### config.mk
export PLATFORM = sky130hd
export DESIGN_NAME = window_amplitude_meter_unit
export DESIGN_NICKNAME = d
export VERILOG_FILES = /design/src/rtl/wam_pkg.sv /design/src/rtl/wam_window.sv /design/src/rtl/wam_front.sv /design/src/rtl/wam_fifo.sv /design/src/rtl/wam_back.sv /design/src/rtl/window_amplitude_meter_unit.sv
export SDC_FILE = /design/constraint.sdc
export NUM_CORES = 2
export LEC_CHECK = 0
export BUFFER_PORTS_ARGS = -buffer_cell sky130_fd_sc_hd__buf_2
export CAP_MARGIN = 40
export CORE_ASPECT_RATIO = 1.2
export CORE_MARGIN = 4
export CORE_UTILIZATION = 40
export DETAILED_ROUTE_END_ITERATION = 6
export PLACE_DENSITY = 0.67
export SKIP_LAST_GASP = 1
export SLEW_MARGIN = 20
export SYNTH_ARGS = -nofsm -noshare
export SYNTH_HDL_FRONTEND = slang
export SYNTH_SLANG_ARGS = --single-unit
export TNS_END_PERCENT = 20
### constraint.sdc
create_clock -name clk_i -period 20.3 [get_ports clk_i]
set_input_delay 1.015 -clock clk_i [delete_from_list [all_inputs] [get_ports clk_i]]
set_output_delay 1.015 -clock clk_i [all_outputs]
set_load 0.03 [all_outputs]
### src/rtl/wam_pkg.sv
package wam_pkg;

  localparam int SAMPLE_W  = 20;
  localparam int LEVEL_W   = 17;
  localparam int IDX_W     = 24;
  localparam int ABS_W     = 41;
  localparam int SQ_W      = 57;
  localparam int TIME_W    = 32;
  localparam int RATE_W    = 18;
  localparam int CH_W      = 4;
  localparam int BUF_W     = 25;
  localparam int REG_IDX_W = 3;
  localparam int ADDR_W    = REG_IDX_W + 2;
  localparam int DATA_W    = 32;

  localparam int FRAC_BITS = 16;
  localparam int TIME_FRAC = 16;

  localparam logic [BUF_W-1:0]    MAX_SAMPLES = BUF_W'(16777216);
  localparam logic [SAMPLE_W-1:0] LEVEL_LIMIT = SAMPLE_W'((1001 << FRAC_BITS) / 1000);

  localparam logic [RATE_W-1:0] RATE_RESET = RATE_W'(44100);
  localparam logic [CH_W-1:0]   CH_RESET   = CH_W'(2);

  localparam int SCALE_W = RATE_W + CH_W;
  localparam int PROD_W  = TIME_W - 1 + SCALE_W;
  localparam int RIDX_W  = PROD_W + 1 - TIME_FRAC;

  localparam int ROOT_STEPS = (SQ_W + 1) / 2;
  localparam int ROOT_W     = ROOT_STEPS;
  localparam int RAD_W      = 2 * ROOT_STEPS;
  localparam int SREM_W     = ROOT_W + 2;
  localparam int STEP_W     = $clog2(SQ_W + 1);

  localparam int QUEUE_DEPTH = 4;
  localparam int QPTR_W      = $clog2(QUEUE_DEPTH);

  typedef enum logic [REG_IDX_W-1:0] {
    REG_SAMPLE_RATE    = 3'd0,
    REG_CHANNEL_COUNT  = 3'd1,
    REG_BUFFER_SAMPLES = 3'd2,
    REG_START_TIME     = 3'd3,
    REG_END_TIME       = 3'd4
  } reg_index_e;

  typedef enum logic [2:0] {
    W_IDLE,
    W_SCALE,
    W_MUL,
    W_ROUND,
    W_MOD,
    W_CLAMP,
    W_FINISH
  } win_state_e;

  typedef enum logic [2:0] {
    B_ACC,
    B_MEAN,
    B_SQDIV,
    B_ROOT,
    B_EMIT
  } back_state_e;

  typedef struct packed {
    logic             busy;
    logic             empty;
    logic [IDX_W-1:0] first;
    logic [IDX_W-1:0] stop;
  } window_t;

  typedef struct packed {
    logic               hit;
    logic               last;
    logic [LEVEL_W-1:0] level;
  } beat_t;

endpackage

### src/rtl/wam_window.sv
module wam_window (
  input  logic                         clk_i,
  input  logic                         rst_ni,
  input  logic                         start_i,
  input  logic [wam_pkg::RATE_W-1:0]   sample_rate_i,
  input  logic [wam_pkg::CH_W-1:0]     channel_count_i,
  input  logic [wam_pkg::BUF_W-1:0]    buffer_samples_i,
  input  logic [wam_pkg::TIME_W-1:0]   start_time_i,
  input  logic [wam_pkg::TIME_W-1:0]   end_time_i,
  output wam_pkg::window_t             win_o
);
  import wam_pkg::*;

  win_state_e          state_q, state_d;
  logic                sel_q, sel_d;
  logic [SCALE_W-1:0]  scale_q;
  logic [PROD_W-1:0]   prod_q;
  logic [RIDX_W-1:0]   ridx_q;
  logic [RIDX_W-1:0]   shr_q;
  logic [CH_W-1:0]     rem_q;
  logic [STEP_W-1:0]   step_q;
  logic [IDX_W-1:0]    first_q, stop_q;
  logic                empty_q;

  logic [TIME_W-1:0]   t_sel;
  logic                t_pos;
  logic [BUF_W-1:0]    count;
  logic [IDX_W-1:0]    count_m1;
  logic                degenerate;
  logic [PROD_W:0]     rounded;
  logic [CH_W:0]       rem_try;
  logic [CH_W:0]       rem_sub;
  logic [CH_W-1:0]     rem_next;
  logic [RIDX_W-1:0]   aligned;
  logic [IDX_W-1:0]    idx;

  always_comb begin
    t_sel      = sel_q ? end_time_i : start_time_i;
    t_pos      = !t_sel[TIME_W-1] && (t_sel != '0);
    count      = (buffer_samples_i > MAX_SAMPLES) ? MAX_SAMPLES : buffer_samples_i;
    count_m1   = IDX_W'(count - BUF_W'(1));
    degenerate = (count == '0) || ($signed(end_time_i) <= $signed(start_time_i));
    rounded    = {1'b0, prod_q} + ((PROD_W + 1)'(1) << (TIME_FRAC - 1));
    rem_try    = {rem_q, shr_q[RIDX_W-1]};
    rem_sub    = rem_try - {1'b0, channel_count_i};
    rem_next   = (rem_try >= {1'b0, channel_count_i}) ? rem_sub[CH_W-1:0]
                                                      : rem_try[CH_W-1:0];
    aligned    = (channel_count_i == '0) ? ridx_q : ridx_q - RIDX_W'(rem_q);
    if (!t_pos) begin
      idx = '0;
    end else if (aligned > RIDX_W'(count_m1)) begin
      idx = count_m1;
    end else begin
      idx = aligned[IDX_W-1:0];
    end
  end

  always_comb begin
    state_d = state_q;
    sel_d   = sel_q;
    case (state_q)
      W_IDLE:   state_d = W_IDLE;
      W_SCALE:  state_d = W_MUL;
      W_MUL:    state_d = W_ROUND;
      W_ROUND:  state_d = W_MOD;
      W_MOD: begin
        if (step_q == STEP_W'(RIDX_W - 1)) begin
          state_d = W_CLAMP;
        end
      end
      W_CLAMP: begin
        state_d = sel_q ? W_FINISH : W_MUL;
        sel_d   = 1'b1;
      end
      W_FINISH: state_d = W_IDLE;
      default:  state_d = W_IDLE;
    endcase
    if (start_i) begin
      state_d = W_SCALE;
      sel_d   = 1'b0;
    end
  end

  always_comb begin
    win_o.busy  = (state_q != W_IDLE);
    win_o.empty = empty_q;
    win_o.first = first_q;
    win_o.stop  = stop_q;
  end

  always_ff @(posedge clk_i or negedge rst_ni) begin
    if (!rst_ni) begin
      state_q <= W_IDLE;
      sel_q   <= 1'b0;
      first_q <= '0;
      stop_q  <= '0;
      empty_q <= 1'b1;
    end else begin
      state_q <= state_d;
      sel_q   <= sel_d;
      if (state_q == W_CLAMP) begin
        if (sel_q) begin
          stop_q <= idx;
        end else begin
          first_q <= idx;
        end
      end
      if (state_q == W_FINISH) begin
        if (degenerate) begin
          first_q <= '0;
          stop_q  <= '0;
          empty_q <= 1'b1;
        end else begin
          empty_q <= (first_q >= stop_q);
        end
      end
    end
  end

  always_ff @(posedge clk_i) begin
    case (state_q)
      W_SCALE: scale_q <= SCALE_W'(sample_rate_i) * SCALE_W'(channel_count_i);
      W_MUL:   prod_q  <= PROD_W'(t_sel[TIME_W-2:0]) * PROD_W'(scale_q);
      W_ROUND: begin
        ridx_q <= rounded[PROD_W:TIME_FRAC];
        shr_q  <= rounded[PROD_W:TIME_FRAC];
        rem_q  <= '0;
        step_q <= '0;
      end
      W_MOD: begin
        shr_q  <= shr_q << 1;
        rem_q  <= rem_next;
        step_q <= step_q + STEP_W'(1);
      end
      default: begin
      end
    endcase
  end

endmodule

### src/rtl/wam_front.sv
module wam_front (
  input  logic                          clk_i,
  input  logic                          rst_ni,
  input  logic                          in_valid_i,
  output logic                          in_ready_o,
  input  logic [wam_pkg::SAMPLE_W-1:0]  sample_value_i,
  input  logic                          last_sample_i,
  input  wam_pkg::window_t              win_i,
  output logic                          push_valid_o,
  input  logic                          push_ready_i,
  output wam_pkg::beat_t                push_beat_o
);
  import wam_pkg::*;

  logic [IDX_W-1:0]    pos_q, pos_d;
  logic [SAMPLE_W-1:0] mag;
  logic                accept;

  always_comb begin
    in_ready_o   = push_ready_i && !win_i.busy;
    push_valid_o = in_valid_i && !win_i.busy;
    accept       = in_valid_i && in_ready_o;
    mag          = sample_value_i[SAMPLE_W-1] ? (~sample_value_i + SAMPLE_W'(1))
                                              : sample_value_i;
    push_beat_o.hit   = !win_i.empty && (pos_q >= win_i.first) && (pos_q < win_i.stop)
                        && (mag <= LEVEL_LIMIT);
    push_beat_o.last  = last_sample_i;
    push_beat_o.level = mag[LEVEL_W-1:0];
    pos_d = pos_q;
    if (accept) begin
      if (last_sample_i) begin
        pos_d = '0;
      end else if (pos_q != {IDX_W{1'b1}}) begin
        pos_d = pos_q + IDX_W'(1);
      end
    end
  end

  always_ff @(posedge clk_i or negedge rst_ni) begin
    if (!rst_ni) begin
      pos_q <= '0;
    end else begin
      pos_q <= pos_d;
    end
  end

endmodule

### src/rtl/wam_fifo.sv
module wam_fifo (
  input  logic            clk_i,
  input  logic            rst_ni,
  input  logic            push_valid_i,
  output logic            push_ready_o,
  input  wam_pkg::beat_t  push_beat_i,
  output logic            pop_valid_o,
  input  logic            pop_ready_i,
  output wam_pkg::beat_t  pop_beat_o
);
  import wam_pkg::*;

  beat_t             mem_q [QUEUE_DEPTH];
  logic [QPTR_W-1:0] wr_q, rd_q;
  logic [QPTR_W:0]   cnt_q;
  logic              push, pop;

  always_comb begin
    push_ready_o = (cnt_q != (QPTR_W + 1)'(QUEUE_DEPTH));
    pop_valid_o  = (cnt_q != '0);
    pop_beat_o   = mem_q[rd_q];
    push         = push_valid_i && push_ready_o;
    pop          = pop_valid_o && pop_ready_i;
  end

  always_ff @(posedge clk_i or negedge rst_ni) begin
    if (!rst_ni) begin
      wr_q  <= '0;
      rd_q  <= '0;
      cnt_q <= '0;
    end else begin
      if (push) begin
        wr_q <= wr_q + QPTR_W'(1);
      end
      if (pop) begin
        rd_q <= rd_q + QPTR_W'(1);
      end
      if (push && !pop) begin
        cnt_q <= cnt_q + (QPTR_W + 1)'(1);
      end else if (pop && !push) begin
        cnt_q <= cnt_q - (QPTR_W + 1)'(1);
      end
    end
  end

  always_ff @(posedge clk_i) begin
    if (push) begin
      mem_q[wr_q] <= push_beat_i;
    end
  end

endmodule

### src/rtl/wam_back.sv
module wam_back (
  input  logic                         clk_i,
  input  logic                         rst_ni,
  input  logic                         pop_valid_i,
  output logic                         pop_ready_o,
  input  wam_pkg::beat_t               pop_beat_i,
  input  wam_pkg::window_t             win_i,
  output logic                         out_valid_o,
  input  logic                         out_ready_i,
  output logic [wam_pkg::LEVEL_W-1:0]  mean_level_o,
  output logic [wam_pkg::LEVEL_W-1:0]  rms_level_o,
  output logic [wam_pkg::LEVEL_W-1:0]  peak_level_o,
  output logic                         window_empty_o
);
  import wam_pkg::*;

  back_state_e          state_q, state_d;
  logic [ABS_W-1:0]     abs_q, abs_d;
  logic [SQ_W-1:0]      sq_q, sq_d;
  logic [LEVEL_W-1:0]   peak_q, peak_d;
  logic [SQ_W-1:0]      dvd_q, dvd_n;
  logic [IDX_W-1:0]     drem_q, drem_n;
  logic [RAD_W-1:0]     rad_q;
  logic [SREM_W-1:0]    srem_q, srem_n;
  logic [ROOT_W-1:0]    root_q, root_n;
  logic [STEP_W-1:0]    step_q;
  logic [LEVEL_W-1:0]   mean_res_q, rms_res_q;
  logic                 empty_res_q;
  logic                 out_valid_q;
  logic [LEVEL_W-1:0]   mean_out_q, rms_out_q, peak_out_q;
  logic                 empty_out_q;

  logic [IDX_W-1:0]     len;
  logic [IDX_W:0]       dtry;
  logic                 dge;
  logic [SREM_W+1:0]    stry, trial;
  logic                 sge;
  logic [2*LEVEL_W-1:0] sq_term;
  logic                 pop, emit_ok, div_end, root_end;

  always_comb begin
    pop_ready_o = (state_q == B_ACC);
    pop         = pop_valid_i && pop_ready_o;
    emit_ok     = !out_valid_q || out_ready_i;
    div_end     = (step_q == STEP_W'(SQ_W - 1));
    root_end    = (step_q == STEP_W'(ROOT_STEPS - 1));

    len    = win_i.stop - win_i.first;
    dtry   = {drem_q, dvd_q[SQ_W-1]};
    dge    = (dtry >= {1'b0, len});
    drem_n = dge ? IDX_W'(dtry - {1'b0, len}) : dtry[IDX_W-1:0];
    dvd_n  = {dvd_q[SQ_W-2:0], dge};

    stry   = {srem_q, rad_q[RAD_W-1 -: 2]};
    trial  = {2'b00, root_q, 2'b01};
    sge    = (stry >= trial);
    srem_n = sge ? SREM_W'(stry - trial) : SREM_W'(stry);
    root_n = {root_q[ROOT_W-2:0], sge};

    sq_term = pop_beat_i.level * pop_beat_i.level;
    abs_d   = abs_q;
    sq_d    = sq_q;
    peak_d  = peak_q;
    if (pop && pop_beat_i.hit) begin
      abs_d = abs_q + ABS_W'(pop_beat_i.level);
      sq_d  = sq_q + SQ_W'(sq_term);
      if (pop_beat_i.level > peak_q) begin
        peak_d = pop_beat_i.level;
      end
    end
    if (state_q == B_EMIT && emit_ok) begin
      abs_d  = '0;
      sq_d   = '0;
      peak_d = '0;
    end
  end

  always_comb begin
    state_d = state_q;
    case (state_q)
      B_ACC: begin
        if (pop && pop_beat_i.last) begin
          state_d = win_i.empty ? B_EMIT : B_MEAN;
        end
      end
      B_MEAN: begin
        if (div_end) begin
          state_d = B_SQDIV;
        end
      end
      B_SQDIV: begin
        if (div_end) begin
          state_d = B_ROOT;
        end
      end
      B_ROOT: begin
        if (root_end) begin
          state_d = B_EMIT;
        end
      end
      B_EMIT: begin
        if (emit_ok) begin
          state_d = B_ACC;
        end
      end
      default: state_d = B_ACC;
    endcase
  end

  always_comb begin
    out_valid_o    = out_valid_q;
    mean_level_o   = mean_out_q;
    rms_level_o    = rms_out_q;
    peak_level_o   = peak_out_q;
    window_empty_o = empty_out_q;
  end

  always_ff @(posedge clk_i or negedge rst_ni) begin
    if (!rst_ni) begin
      state_q     <= B_ACC;
      abs_q       <= '0;
      sq_q        <= '0;
      peak_q      <= '0;
      out_valid_q <= 1'b0;
    end else begin
      state_q <= state_d;
      abs_q   <= abs_d;
      sq_q    <= sq_d;
      peak_q  <= peak_d;
      if (state_q == B_EMIT && emit_ok) begin
        out_valid_q <= 1'b1;
      end else if (out_ready_i) begin
        out_valid_q <= 1'b0;
      end
    end
  end

  always_ff @(posedge clk_i) begin
    case (state_q)
      B_ACC: begin
        if (pop && pop_beat_i.last) begin
          dvd_q       <= SQ_W'(abs_d);
          drem_q      <= '0;
          step_q      <= '0;
          mean_res_q  <= '0;
          rms_res_q   <= '0;
          empty_res_q <= win_i.empty;
        end
      end
      B_MEAN: begin
        dvd_q  <= dvd_n;
        drem_q <= drem_n;
        step_q <= step_q + STEP_W'(1);
        if (div_end) begin
          mean_res_q <= dvd_n[LEVEL_W-1:0];
          dvd_q      <= sq_q;
          drem_q     <= '0;
          step_q     <= '0;
        end
      end
      B_SQDIV: begin
        dvd_q  <= dvd_n;
        drem_q <= drem_n;
        step_q <= step_q + STEP_W'(1);
        if (div_end) begin
          rad_q  <= {1'b0, dvd_n};
          srem_q <= '0;
          root_q <= '0;
          step_q <= '0;
        end
      end
      B_ROOT: begin
        rad_q  <= rad_q << 2;
        srem_q <= srem_n;
        root_q <= root_n;
        step_q <= step_q + STEP_W'(1);
        if (root_end) begin
          rms_res_q <= root_n[LEVEL_W-1:0];
        end
      end
      B_EMIT: begin
        if (emit_ok) begin
          mean_out_q  <= mean_res_q;
          rms_out_q   <= rms_res_q;
          peak_out_q  <= empty_res_q ? '0 : peak_q;
          empty_out_q <= empty_res_q;
        end
      end
      default: begin
      end
    endcase
  end

endmodule

### src/rtl/window_amplitude_meter_unit.sv
// Windowed level meter: mean, RMS and peak of a sample stream inside a time window.
// Registers (APB, 4-byte stride): sample rate, channel count, buffer size, window
// start and end time (Q15.16 seconds). A write restarts the window bound calculation;
// in_ready_o stays low while it runs.
// Input channel (valid/ready): one Q3.16 sample a beat, last_sample_i on the final
// beat of a buffer. Samples enter at one per cycle into a four-entry queue while it has
// room and no bound calculation runs; the accumulator takes one beat per cycle in B_ACC.
// Output channel (valid/ready): one result per last beat. Once the last beat leaves
// the queue, the back end runs the 57-step divider twice, then a 29-step square root,
// or goes straight to emit when the window is empty. The divide and root unit is
// iterative; the next buffer's beats queue up meanwhile.
// A result sits in the output register until taken; while the receiver stalls the
// back end holds its next result, the queue fills and in_ready_o drops.
// Reset: registers return to 44100 Hz, 2 channels, no buffer, zero times; the window
// is empty; position and accumulators are cleared.
module window_amplitude_meter_unit (
  input  logic                          clk_i,
  input  logic                          rst_ni,
  input  logic                          psel,
  input  logic                          penable,
  input  logic                          pwrite,
  input  logic [wam_pkg::ADDR_W-1:0]    paddr,
  input  logic [wam_pkg::DATA_W-1:0]    pwdata,
  output logic [wam_pkg::DATA_W-1:0]    prdata,
  output logic                          pready,
  input  logic                          in_valid_i,
  output logic                          in_ready_o,
  input  logic [wam_pkg::SAMPLE_W-1:0]  sample_value_i,
  input  logic                          last_sample_i,
  output logic                          out_valid_o,
  input  logic                          out_ready_i,
  output logic [wam_pkg::LEVEL_W-1:0]   mean_level_o,
  output logic [wam_pkg::LEVEL_W-1:0]   rms_level_o,
  output logic [wam_pkg::LEVEL_W-1:0]   peak_level_o,
  output logic                          window_empty_o
);
  import wam_pkg::*;

  logic [RATE_W-1:0] sample_rate_q;
  logic [CH_W-1:0]   channel_count_q;
  logic [BUF_W-1:0]  buffer_samples_q;
  logic [TIME_W-1:0] start_time_q;
  logic [TIME_W-1:0] end_time_q;
  reg_index_e        cfg_index;
  logic              cfg_write;

  window_t           win;
  logic              push_valid, push_ready;
  beat_t             push_beat;
  logic              pop_valid, pop_ready;
  beat_t             pop_beat;

  always_comb begin
    pready    = 1'b1;
    cfg_index = reg_index_e'(paddr[ADDR_W-1:2]);
    cfg_write = psel && penable && pwrite && pready;
    case (cfg_index)
      REG_SAMPLE_RATE:    prdata = DATA_W'(sample_rate_q);
      REG_CHANNEL_COUNT:  prdata = DATA_W'(channel_count_q);
      REG_BUFFER_SAMPLES: prdata = DATA_W'(buffer_samples_q);
      REG_START_TIME:     prdata = DATA_W'(start_time_q);
      REG_END_TIME:       prdata = DATA_W'(end_time_q);
      default:            prdata = '0;
    endcase
  end

  always_ff @(posedge clk_i or negedge rst_ni) begin
    if (!rst_ni) begin
      sample_rate_q    <= RATE_RESET;
      channel_count_q  <= CH_RESET;
      buffer_samples_q <= '0;
      start_time_q     <= '0;
      end_time_q       <= '0;
    end else if (cfg_write) begin
      case (cfg_index)
        REG_SAMPLE_RATE:    sample_rate_q    <= pwdata[RATE_W-1:0];
        REG_CHANNEL_COUNT:  channel_count_q  <= pwdata[CH_W-1:0];
        REG_BUFFER_SAMPLES: buffer_samples_q <= pwdata[BUF_W-1:0];
        REG_START_TIME:     start_time_q     <= pwdata[TIME_W-1:0];
        REG_END_TIME:       end_time_q       <= pwdata[TIME_W-1:0];
        default: begin
        end
      endcase
    end
  end

  wam_window u_window (
    .clk_i            (clk_i),
    .rst_ni           (rst_ni),
    .start_i          (cfg_write),
    .sample_rate_i    (sample_rate_q),
    .channel_count_i  (channel_count_q),
    .buffer_samples_i (buffer_samples_q),
    .start_time_i     (start_time_q),
    .end_time_i       (end_time_q),
    .win_o            (win)
  );

  wam_front u_front (
    .clk_i          (clk_i),
    .rst_ni         (rst_ni),
    .in_valid_i     (in_valid_i),
    .in_ready_o     (in_ready_o),
    .sample_value_i (sample_value_i),
    .last_sample_i  (last_sample_i),
    .win_i          (win),
    .push_valid_o   (push_valid),
    .push_ready_i   (push_ready),
    .push_beat_o    (push_beat)
  );

  wam_fifo u_fifo (
    .clk_i        (clk_i),
    .rst_ni       (rst_ni),
    .push_valid_i (push_valid),
    .push_ready_o (push_ready),
    .push_beat_i  (push_beat),
    .pop_valid_o  (pop_valid),
    .pop_ready_i  (pop_ready),
    .pop_beat_o   (pop_beat)
  );

  wam_back u_back (
    .clk_i          (clk_i),
    .rst_ni         (rst_ni),
    .pop_valid_i    (pop_valid),
    .pop_ready_o    (pop_ready),
    .pop_beat_i     (pop_beat),
    .win_i          (win),
    .out_valid_o    (out_valid_o),
    .out_ready_i    (out_ready_i),
    .mean_level_o   (mean_level_o),
    .rms_level_o    (rms_level_o),
    .peak_level_o   (peak_level_o),
    .window_empty_o (window_empty_o)
  );

  a_cfg_write_stalls_input: assert property (
    @(posedge clk_i) disable iff (!rst_ni)
    cfg_write |=> !in_ready_o
  ) else $error("input accepted while window bounds recompute");

  a_empty_result_zero: assert property (
    @(posedge clk_i) disable iff (!rst_ni)
    (out_valid_o && window_empty_o) |->
      (mean_level_o == '0) && (rms_level_o == '0) && (peak_level_o == '0)
  ) else $error("empty window result carries nonzero levels");

  a_level_order: assert property (
    @(posedge clk_i) disable iff (!rst_ni)
    out_valid_o |->
      (mean_level_o <= peak_level_o) && (rms_level_o <= peak_level_o) &&
      (SAMPLE_W'(peak_level_o) <= LEVEL_LIMIT)
  ) else $error("mean or rms above peak, or peak above limit");

endmodule
* Word level (Yosys, flattened, before mapping) *
Memories as Yosys holds them, arrays and structs flattened.
Index checks and enable logic that the tools add are counted.

operators by class
  add/sub/neg operators = 17
  $mul = 3
  div/mod/pow operators = 0
  $lt $le $gt $ge = 11
  equal/unequal tests = 25
  shift-type cells = 0
  mux-type cells = 70
  bitwise operators = 1
  reductions and logical operators = 59

operators with widths
  operator                                                           number
  24-bit 2-to-1 mux                                                  15
  57-bit 2-to-1 mux                                                  4
  57-bit one-hot mux with 3 select lines                             1
  32-bit one-hot mux with 5 select lines                             1
  58-bit one-hot mux with 2 select lines                             1
  17-bit 2-to-1 mux                                                  6
  41-bit 2-to-1 mux                                                  2
  38-bit one-hot mux with 2 select lines                             1
  24-bit one-hot mux with 3 select lines                             1
  17-bit one-hot mux with 2 select lines                             2
  31-bit 2-to-1 mux                                                  2
  31-bit one-hot mux with 2 select lines                             1
  58-bit 2-to-1 mux                                                  1
  29-bit one-hot mux with 2 select lines                             1
  57-bit by 34-bit adder with 57-bit output                          1
  53-bit by 16-bit adder with 54-bit output (second input constant)  1
  31-bit by 22-bit multiplier with 53-bit output                     1
  24-bit >= comparator                                               2
  24-bit subtractor                                                  2
  41-bit by 17-bit adder with 41-bit output                          1
  38-bit by 24-bit > comparator with 1-bit output                    1
  38-bit 2-to-1 mux                                                  1
  38-bit by 4-bit subtractor with 38-bit output                      1
  17-bit by 17-bit multiplier with 34-bit output                     1
  53 further kinds                                                   135

storage, ports and cells
  register bits = 767
  bits in latches = 0
  RAM bits = 76
  ROM bits = 0
  input port bits = 65
  word-level logic and storage cells = 225
  memories kept = 1

memory list
  memory        depth  width  rd ports  clocked after Yosys merged registers in  write ports  RTL line        source
  u_fifo.mem_q  4      19     1         0                                        1            wam_fifo.sv:13  beat_t mem_q [QUEUE_DEPTH];

* Logic depth before layout (Yosys ltp) *
  depth after elaboration = 10
  mapped depth = 33
  depth with buffers taken out = 28

* By module *
A second synthesis with hierarchy kept.

unflattened totals
  cell total of the unflattened synthesis = 7763
  area, all modules = 77494.3 sq um

by module, submodules not included
  module                       instances  cells each  area an instance (sq um)  seq. area each (sq um)
  wam_window                   1          3651        34815.9                   5711.7
  wam_back                     1          3224        31465.2                   11746.3
  window_amplitude_meter_unit  1          368         5083.6                    2786.4
  wam_fifo                     1          134         3161.8                    2457.4
  wam_front                    1          386         2967.8                    600.6

* Least setup slack after synthesis *
No wires, ideal clock.

  path kind = register -> register
  start = register u_fifo.rd_q[1]
  end = register u_back.sq_q[52]
  setup time = 0.078 ns
  data arrival time = 8.601 ns
  path slack = 11.621 ns
  cell stages (with the launch flop) = 32
  buffers on the path = 5
  clock period less this slack = 8.679 ns
  path through = dfrtp_1 -> clkbuf_1 -> clkbuf_1 -> clkbuf_1 -> mux2i_1 -> nand2_1 -> o21ai_1 -> clkinv_1 -> nand2_1 -> inv_1 -> fa_1 -> fa_1 -> inv_1 -> fa_1 -> inv_1 -> fa_1 -> fa_1 -> inv_1 -> fa_1 -> inv_1 -> ha_1 -> clkbuf_1 -> and3_1 -> nand3_1 -> a2111o_1 -> and3b_1 -> o311ai_1 -> a41oi_1 -> nand2b_1 -> clkbuf_1 -> or4_1 -> a21oi_1

on the way
  longest elaborated chain between the ends = 5

RTL lines
  element                                         RTL line         source
  start: declaration                              wam_fifo.sv:14   logic [QPTR_W-1:0] wr_q, rd_q;
  start signal: assignment                        wam_fifo.sv:36   rd_q <= rd_q + QPTR_W'(1);
  memory 4 x 19 bit *                             n/a
  17-bit by 17-bit multiplier with 34-bit output  wam_back.sv:60   sq_term = pop_beat_i.level * pop_beat_i.level;
  57-bit by 34-bit adder with 57-bit output       wam_back.sv:66   sq_d = sq_q + SQ_W'(sq_term);
  57-bit 2-to-1 mux                               wam_back.sv:64   if (pop && pop_beat_i.hit) begin
  57-bit 2-to-1 mux                               wam_back.sv:71   if (state_q == B_EMIT && emit_ok) begin
  end signal: assignment                          wam_back.sv:128  sq_q <= sq_d;
  end: declaration                                wam_back.sv:19   logic [SQ_W-1:0] sq_q, sq_d;

Every way passes the cells marked *; elsewhere a longest branch is shown, timed or not. The select of a mux whose other input is x is not followed.
A chain may end at the register's enable or synchronous reset.

* Worst setup path in the final report *
  start = register u_window.sel_q
  end = register u_window.prod_q[52], data pin

on the way
  longest elaborated chain between the ends = 2

RTL lines
  element                                         RTL line           source
  start: declaration                              wam_window.sv:15   logic sel_q, sel_d;
  start signal: assignment                        wam_window.sv:100  sel_q <= sel_d;
  32-bit 2-to-1 mux                               wam_window.sv:38   t_sel = sel_q ? end_time_i : start_time_i;
  31-bit by 22-bit multiplier with 53-bit output  wam_window.sv:123  W_MUL: prod_q <= PROD_W'(t_sel[TIME_W-2:0]) * PROD_W'(scale_q);
  end signal: assignment                          wam_window.sv:123
  end: declaration                                wam_window.sv:17   logic [PROD_W-1:0] prod_q;

Every way passes these cells.

==> impl_results.md <==
- CTS tree: done
- DRT iter0 DRCs: 3487
- Count of cell types in the netlist: 97
- HP Class: primary input to asynchronous set/reset pin
- Relative max-transition margin: 42.4%
- Total gr overflow: 0
- Routability-driven placement congestion ratio: 0.911
- Worst skew pair latency: 730 ps
- Gr usage total: 20.1%
- Non-filler cells, final: 10302
- Final TNS setup: 0 ps
- Worst r2r src: u_window.sel_q
- Vias per cell: 5.34
- Post-Place Cells: 10108
- Pre-CTS worst setup slack: 10930 ps
- Post-synthesis mux area share: 3.08%
- Crit path max fanout: 65
- Worst R2R Setup Slack: 10770 ps
- Final Skew: 91.1 ps
- RR Endpoint: u_window.prod_q[52]
- Share of layout cells above drive strength 1: 8.51%
- Largest family of logic cells by synthesized area: adder cells
- Worst path bufs/invs: 7
- Fmax: 0.105 GHz
- Clk sinks: 828
- Final HPWL DP: 151 mm
- TritonCTS buffer count: 91
- Largest delay contributor family on the critical path: adder cells
- Die W: 405 um
- Antenna violations before repair: 13
- Crit-path max cell delay: 640 ps
- Hold buffers post-CTS: 0
- Initial Util: 40.3%
- Clock Tree Buf Depth: 3
- Share of flip-flops with an asynchronous set or reset: 37.9%
- Post-synthesis sequential area ratio: 30.8%
- Post-Syn Nets: 9113
- Avg Cell Area, Syn: 9.85 um2
- Final setup violation count: 0
- Worst EP required: 20730 ps
- Routed vias: 55038
- Die H: 484 um
- R2r worst-path depth: 27
- Ys Warns: 0
- Clock root buffer: clkbuf_16
- Minimum clock period: 9530 ps
- Critical-path top delay cell: a2111oi_0
- Post-synth top area cell: fa_1
- Worst-margin pin slew: 854 ps
- FF+latch count, synth: 828
- Vias in the first global route: 57996
- Most used DFF post-synth: edfxtp_1
- Commonest cells post-synth: inv_1, nand2_1, fa_1
- WL/cell: 19.2 um
- First-pass GRT wire length: 315 mm
- Total die area: 196000 um2
- CTS HTree Levels: 3
- CORE AREA: 188000 um2
- Drt first pass iters: 7
- Postcts setup bufs: 0
- Fin. Hold Viols: 0
- Post-Syn Instances: 7670
- Largest net degree at the start of global routing: 86
- DRC: 3
- Critical path startpoint category: flip-flop
- Cell mode on critical path: fa_1
- Critical path class: flip-flop to flip-flop
- Synth Area in XOR/XNOR: 3.56%
- IO buf count: 148
- Final period util: 46.9%
- Status: finished with violations
- WP data arrival: 9960 ps
- Reg clk slew, reported paths: 60 ps
- FP Rows: 174
- Final worst slack: 10770 ps
- Max Cap Viol: 0
- Post-synth top area share: 22.3%
- Most common cell in the netlist: inv_1
- Post-synthesis compound-gate area fraction: 9.18%
- PostCTS Resize Cnt: 0
- Synth area leaders: fa_1, edfxtp_1, dfrtp_1
- Worst setup EP type: flip-flop
- Post-synth EDFFs: 514
- Simple-Gate Fraction of Synth Area: 14.3%
- Wirelength, routed: 198 mm
- Violated checks: design-rule violations
- Synth Area in Adders: 31.2%
- Antenna Violating Nets Remaining: 0
- Final #Nets: 9186
- Slew Limit Fails: 0
- Area grow syn2layout: 9.85%
- Ports: 152
- Post-Syn Area: 75600 um2
- Unrepaired setup endpoints after global routing: false
[area by class of cell]
cell class,instances,area [um2]
Sequential cell,828,23300
Antenna cell,20,50.0
Clock buffer,113,2460
Fill cell,17740,105000
Tap cell,2464,3080
Inverter,1252,4700
Multi-Input combinational cell,5273,46500
Timing Repair Buffer,297,2070
Clock inverter,55,826
[worst max-delay path by stage]
stage / start / to / depth (start not counted)
6_report: u_window.sel_q / u_window.prod_q[52] / 27
5_1_grt: u_window.sel_q / u_window.prod_q[52] / 27
4_1_cts: u_window.sel_q / u_window.prod_q[52] / 27
3_5_place_dp: u_window.sel_q / u_window.prod_q[52] / 27
3_3_place_gp: u_fifo.rd_q[1] / u_back.sq_q[54] / 26
2_1_floorplan: u_fifo.rd_q[1] / u_back.sq_q[52] / 31
[registers in the layout, indices dropped and copies added (netlist names), 18 cells and up]
register,cells
u_back.dvd_q,57
u_window.scale_q,22
buffer_samples_q,25
u_back.sq_q,57
u_window.first_q,24
u_window.ridx_q,38
u_window.prod_q,38
u_window.stop_q,24
u_back.srem_q,31
u_back.rad_q,58
start_time_q,32
u_back.drem_q,24
u_fifo.mem_q,76
u_back.root_q,29
end_time_q,32
sample_rate_q,18
u_front.pos_q,24
u_back.abs_q,41
u_window.shr_q,38
[per-layer routing]
layer / wire, um / track usage, %
met1: 78600 / 25.0
met2: 96300 / 34.6
met3: 15000 / 4.02
met4: 7640 / 7.55
met5: 24 / 0
[worst register-to-register path, delay by kind of cell, from the launching register on]
kind                     cells  cell delay (ps)
adder cells (fa/ha/maj)      8             3560
AO/OA/AOI/OAI                9             3170
AND/OR/NAND/NOR              2              440
flip-flops                   1              390
XOR/XNOR                     1              120
buffers and inverters        7             1540
[stage by stage]
stage	hold WS [ps]	utilization (%)	cell area (um2)
finish	252	44.2	83000
floorplan	400	-	75600
CTS	237	44.1	82800
global placement	402	42.2	79300
detailed placement	405	42.4	79600
global route	295	44.2	83000
[placed cells by master (no fill, tap or decap), types with 27 or more instances in the layout]
master	n
ha_1	536
a31oi_1	27
xnor2_1	194
clkbuf_16	93
nand2_1	1031
fa_1	842
buf_4	128
or3_1	33
a22oi_1	67
nor2_1	374
dfrtp_1	304
o21ai_1	41
inv_1	1246
and3_1	52
nand4_1	49
a21o_1	129
nor2b_1	82
mux2_2	140
nor3_1	60
nand3_1	134
and2_1	319
xor2_1	113
a21oi_1	225
mux2i_1	73
o21ai_0	257
a22o_1	68
buf_2	148
edfxtp_1	514
nand2b_1	50
o21a_1	29
[cell families after synthesis]
group / count (synthesis)
other: 1
buffers and inverters: 1569
muxes: 214
DFF: 828
xor gates and xnor gates: 307
and+or+nand+nor: 2306
adders and majority gates: 1378
AOI/OAI and AO/OA: 1067
Power is not shown: default switching activity piles up to over one toggle a cycle in this logic, so the estimate is an artifact.
